===== config.mk =====
export PLATFORM = sky130hd
export DESIGN_NAME = pftbp_ctrl
export DESIGN_NICKNAME = d
export VERILOG_FILES = /design/src/sv/pftbp_pkg.sv /design/src/sv/pftbp_ctrl.sv
export SDC_FILE = /design/constraint.sdc
export NUM_CORES = 1
export LEC_CHECK = 0
export ABC_AREA = 1
export BUFFER_PORTS_ARGS = -buffer_cell sky130_fd_sc_hd__buf_2
export CORE_ASPECT_RATIO = 1.2
export CORE_MARGIN = 10
export CORE_UTILIZATION = 25
export CTS_CLUSTER_SIZE = 20
export DETAILED_ROUTE_END_ITERATION = 8
export PLACE_DENSITY_LB_ADDON = 0.25
export SLEW_MARGIN = 20
export SYNTH_ARGS = -nofsm -noshare
export SYNTH_HDL_FRONTEND = slang
export SYNTH_SLANG_ARGS = --single-unit
export TNS_END_PERCENT = 5

===== constraint.sdc =====
create_clock -name clk -period 1.55 [get_ports clk]
set_clock_uncertainty 0.2 [all_clocks]
set_input_delay 0.155 -clock clk [delete_from_list [all_inputs] [get_ports clk]]
set_output_delay 0.155 -clock clk [all_outputs]
set_load 0.02 [all_outputs]

===== src/sv/pftbp_pkg.sv =====
// ----------------------------------------------------------------------------
// pftbp_pkg
// Shared types and constants of the per-flow token-bucket policer.
// ----------------------------------------------------------------------------
package pftbp_pkg;

    localparam logic [15:0] ETH_IPV4  = 16'h0800;
    localparam logic [7:0]  PROTO_UDP = 8'd17;

    localparam int KEY_W  = 96;
    localparam int TOK_W  = 8;
    localparam int TIME_W = 64;
    localparam int ROW_W  = KEY_W + TOK_W + TIME_W;

    localparam int IN_DATA_W  = 184;
    localparam int OUT_DATA_W = 16;
    localparam int CFG_IDX_W  = 8;
    localparam int CFG_DATA_W = 32;

    localparam logic [CFG_IDX_W-1:0] CFG_RATE_SHIFT   = 8'd0;
    localparam logic [CFG_IDX_W-1:0] CFG_BUCKET_MAX   = 8'd1;
    localparam logic [CFG_IDX_W-1:0] CFG_TOKENS_PER   = 8'd2;
    localparam logic [CFG_IDX_W-1:0] CFG_SRC_MASK     = 8'd3;

    localparam logic [5:0]  RATE_SHIFT_RST = 6'd10;
    localparam logic [7:0]  BUCKET_MAX_RST = 8'd16;
    localparam logic [7:0]  TOKENS_PER_RST = 8'd1;
    localparam logic [31:0] SRC_MASK_RST   = 32'hFFFF_FF0F;

    localparam logic [1:0] STAT_EXISTING = 2'd0;
    localparam logic [1:0] STAT_NEW      = 2'd1;
    localparam logic [1:0] STAT_FULL     = 2'd2;
    localparam logic [1:0] STAT_REJECT   = 2'd3;

    typedef enum logic [2:0] {
        ST_IDLE,
        ST_SEARCH,
        ST_ELAPSE,
        ST_GAIN,
        ST_LEVEL,
        ST_EMIT
    } state_t;

    typedef enum logic [1:0] {
        RES_REJECT,
        RES_FULL,
        RES_NEW,
        RES_HIT
    } res_sel_t;

    typedef struct packed {
        logic     load;
        logic     search;
        logic     elapse;
        logic     gain;
        logic     level;
        logic     emit;
        res_sel_t res_sel;
    } dp_cmd_t;

    typedef struct packed {
        logic reject;
        logic search_done;
        logic hit;
        logic full;
        logic out_busy;
    } dp_sts_t;

endpackage


===== src/sv/pftbp_ctrl.sv =====
// ----------------------------------------------------------------------------
// pftbp_ctrl
// Sequencer: accept, table search, bucket update steps and result emit.
// ----------------------------------------------------------------------------
module pftbp_ctrl (
    input  logic              clk,
    input  logic              rst_n,
    input  logic              s_tvalid,
    output logic              s_tready,
    input  pftbp_pkg::dp_sts_t sts,
    output pftbp_pkg::dp_cmd_t cmd
);
    import pftbp_pkg::*;

    state_t   state_reg, state_next;
    res_sel_t res_reg, res_next;

    always_ff @(posedge clk or negedge rst_n)
    begin
        if (!rst_n)
        begin
            state_reg <= ST_IDLE;
            res_reg   <= RES_REJECT;
        end
        else
        begin
            state_reg <= state_next;
            res_reg   <= res_next;
        end
    end

    always_comb
    begin
        state_next = state_reg;
        res_next   = res_reg;
        case (state_reg)
            ST_IDLE:
            begin
                if (s_tvalid)
                    state_next = ST_SEARCH;
            end
            ST_SEARCH:
            begin
                if (sts.reject)
                begin
                    res_next   = RES_REJECT;
                    state_next = ST_EMIT;
                end
                else if (sts.search_done)
                begin
                    if (sts.hit)
                    begin
                        res_next   = RES_HIT;
                        state_next = ST_ELAPSE;
                    end
                    else
                    begin
                        res_next   = sts.full ? RES_FULL : RES_NEW;
                        state_next = ST_EMIT;
                    end
                end
            end
            ST_ELAPSE: state_next = ST_GAIN;
            ST_GAIN:   state_next = ST_LEVEL;
            ST_LEVEL:  state_next = ST_EMIT;
            ST_EMIT:
            begin
                if (!sts.out_busy)
                    state_next = ST_IDLE;
            end
            default:   state_next = ST_IDLE;
        endcase
    end

    always_comb
    begin
        cmd         = '0;
        cmd.res_sel = res_reg;
        s_tready    = 1'b0;
        case (state_reg)
            ST_IDLE:
            begin
                s_tready = 1'b1;
                cmd.load = s_tvalid;
            end
            ST_SEARCH: cmd.search = !sts.reject;
            ST_ELAPSE: cmd.elapse = 1'b1;
            ST_GAIN:   cmd.gain   = 1'b1;
            ST_LEVEL:  cmd.level  = 1'b1;
            ST_EMIT:   cmd.emit   = !sts.out_busy;
            default:   cmd        = '0;
        endcase
    end

endmodule


## Yosys cells after proc, flatten, opt, wreduce, memory -nomap -nowiden

Cells that the tools add are included.

| storage, ports and cells | value |
|---|---|
| register bits | 5 |
| input port bits | 8 |
| logic and storage cells | 35 |

| cells by class | value |
|---|---|
| equality and inequality tests | 8 |
| multiplexer cells | 18 |
| reductions and logical operators | 7 |

Operators by type and width:

| cell | number |
|---|---|
| 3-bit case mux with 6 select lines | 1 |
| 3-bit two-way mux | 5 |
| 2-bit two-way mux | 5 |
| 1-bit two-way mux | 7 |
| 3-bit by 2-bit equality test with 1-bit output, second input constant | 2 |
| 3-bit equality test, second input constant | 2 |
| 6-bit OR reduction | 1 |
| 2-bit != test, second input constant | 2 |
| 3-bit by 1-bit equality test with 1-bit output, second input constant | 1 |
| 3-bit logical NOT | 1 |
| 3-bit != test, second input constant | 1 |
| 3-bit AND reduction | 1 |
| 1-bit logical NOT | 2 |
| 2-bit AND reduction | 1 |
| 2-bit nonzero test | 1 |

## Depth between registers and ports, before layout

| depth | value |
|---|---|
| depth after elaboration | 4 |
| gate-level depth with buffers | 7 |
| depth with buffers taken out | 6 |

## Least setup slack after synthesis

Ideal clock, no wire load.

| path | value |
|---|---|
| path kind | register to output |
| start | reg state_reg[1] |
| end | out cmd[2] (netlist bit) |
| data arrival time | 1.237 ns |
| slack | -0.042 ns |
| cell stages (with the launch flop) | 3 |
| buffers on the path | 1 |
| cell sequence | dfrtp_1 buf_4 nor4_1 |

RTL lines:

| item | RTL line | RTL |
|---|---|---|
| start, declared | pftbp_ctrl.sv:15 | `state_t state_reg, state_next;` |
| start signal, assigned | pftbp_ctrl.sv:27 | `state_reg <= state_next;` |
| end, declared | pftbp_ctrl.sv:11 | `output pftbp_pkg::dp_cmd_t cmd` |

==> run metrics <==
critical path arrival=1.19 ns; Mean Syn Cell Area=6.87 um^2; total track usage=0.0584; nets=93; final slew viol count=0; Hold WC Path Type=in2reg; CTS root buffer=clkbuf_4; main flop type after synthesis=dfrtp_1; Worst path most repeated cell=nor2_4; proportion of netlist area held by the largest area contributor=0.319; Synth Instances=57; DR vias=446; Max-Cap Viols=0; FF+latch count, synth=5; data required time of the worst path=1.19 ns; Die Y=63.4 um; warnings from Yosys=0; DPL Wire Length=812 um; EDFF count, synth=0; Switching Fraction=0.485; clock-pin transition on the worst setup and hold timing paths=0.04 ns; FF/Latch Area=129 um^2; Residual DRC=0; Placer Congestion=0.690; Post-Syn Area=392 um^2; Clock Latency Late Sink=0.24 ns; fmax=0.649 GHz; NetSw=0.646 mW; worst slew pin tran=0.266 ns; critical path's largest stage delay=0.49 ns; drt total wl=1070 um; multi-input gate area in the final layout=269 um^2; largest net degree at the start of global routing=8; hold wc startpoint=s_tvalid; asr flop ratio synth=1.00; max reg flops=3; first-pass GRT wire length=1740 um; ANT nets after route=0; core box area=0.00146 mm^2; Clock power frac=0.112; Final Hold Viols=0; most frequent cells after synthesis=nand2_1 (11), nor2_1 (10), inv_1 (9), dfrtp_1 (5); CP Class=reg2out; Reg power frac=0.221; Finish-stage setup viols=0; pwr/cell area=1980 mW/mm^2; syn nets=65; CP max stage cell=dfrtp_2; die area=0.00356 mm^2; Initial Util=0.268; Max rail drop VDD=0.000676 V; share of cells above drive strength 1=0.524; initial antenna violation count=0; fillcell total=149; critical path startpoint=state_reg[1]; crit end category=output port; CP top delay family=flip-flops; RSZ-0062 raised after global routing=yes; Longest Clk Path Bufs=2; TritonCTS clock tree=built; Hold Slack=0.0121 ns; First DRT Iteration DRCs=7; pre-CTS WS=0.127 ns; WL/cell=10.5 um; grt total ovfl=0; Vias/cell=4.42; Internal=0.685 mW; H-tree levels=1; setup ws final=0.00999 ns; die width=56.1 um; synth top area cells=dfrtp_1 (32%), nand2_1 (11%), nor2_1 (9.6%); Ports=17; Synth area leader=dfrtp_1; drt pass-1 iters=4; PortBufs=16; total negative slack=0 ns; Static Leak=0.366 nW; CP Max Fanout=6; most frequent cell after synthesis=nand2_1; Tot Pwr=1.33 mW; TritonCTS Buffers=3; critical-path cell list=nor2_4 > nand2_4 > nor2_4 > buf_6; library cells used by synthesis=19; Gate power share=0.667; clock sinks=5; fin crit share=0.994; CP Launch Type=flop; WP buf/inv=1; Reg2Reg Launch Point=state_reg[1]; synthesis-to-layout area growth=71.2%; outcome=complete, no violations; Relative slew margins=0.822; # diodes=0; FP Rows=15; vias in the first global route=418; sequential area share after synthesis=0.319; fin crit period=1.54 ns
-- power groups by stage --
stage	clock, mW	combinational [mW]	sequential, mW
2_1_floorplan	0	0.513	0.234
3_3_place_gp	0	0.634	0.271
3_5_place_dp	0	0.634	0.272
4_1_cts	0.155	0.713	0.284
5_1_grt	0.167	0.966	0.306
6_report	0.150	0.887	0.294
-- metrics by stage --
| step | std cells | area, um^2 | util |
|---|---|---|---|
| after global placement | 89 | 492 | 0.336 |
| after floorplan | 57 | 398 | - |
| after detailed placement | 89 | 492 | 0.336 |
| after CTS | 97 | 584 | 0.399 |
| after global routing | 101 | 671 | 0.458 |
| final | 101 | 671 | 0.458 |
-- metal layers --
metal / wire (um) / global-route usage / vias up
met3: 72 / 0.0200 / 2
met5: 0 / 0 / -
li1: - / - / 230
met1: 415 / 0.0610 / 198
met4: 16 / 0.0361 / 0
met2: 561 / 0.0972 / 16
-- kinds of logic after synthesis --
logic type,count (synthesis),synth area share
and+or+nand+nor,31,0.419
buffers and inverters,12,0.125
AOI/OAI and AO/OA,9,0.137
DFF,5,0.319
-- worst reg2reg max path: cells and delay by family, from the launching register on --
family / cells / cell delay, ns
simple gates: 4 / 0.26
buf+inv: 3 / 0.40
flops: 1 / 0.49
-- cells in the final DEF, fill, tap and decap left out --
master	instances
a21oi_1	3
a21boi_0	1
buf_4	9
o21bai_1	1
dlygate4sd3_1	1
o21ai_0	3
clkbuf_4	3
nor2_1	6
nor2_2	1
a21oi_2	1
nor4_2	1
nor2_4	5
nand2_1	9
inv_4	2
dfrtp_2	3
nand2_4	3
clkbuf_1	1
nand3_1	3
nand3_2	1
buf_6	5
nor3_1	1
nor2_8	1
buf_2	9
dfrtp_1	2
inv_1	9
-- path summary, 6_finish.rpt --
path / end / slack (ns) / depth (start not counted)
max: cmd[7] / 0.01 / 4
min: state_reg[0] / 0.01 / 3
max reg2reg: state_reg[1] / 0.10 / 7
min reg2reg: res_reg[0] / 0.32 / 2
max in group asynchronous: state_reg[0] / 0.95 / 2
min in group asynchronous: res_reg[1] / 0.06 / 2
-- final cells by class --
cell class / instances / share of cell area
timing repair buffer: 24 / 0.267
inverter: 11 / 0.0690
multi-input combinational: 40 / 0.401
clock buffer: 4 / 0.0392
tap: 17 / 0.0317
sequential: 5 / 0.192
-- repair_timing --
| action | 4_1_cts | 5_1_grt |
|---|---|---|
| hold buffers | 1 | 0 |
| resized for setup | 14 | 16 |
| hold endpoints to repair | 5 | 0 |
| buffers inserted | 3 | 4 |
| gates cloned | 0 | 0 |
| pin swaps | 3 | 5 |
| setup endpoints to repair | 7 | 6 |
(Power assumes the default switching activity.)
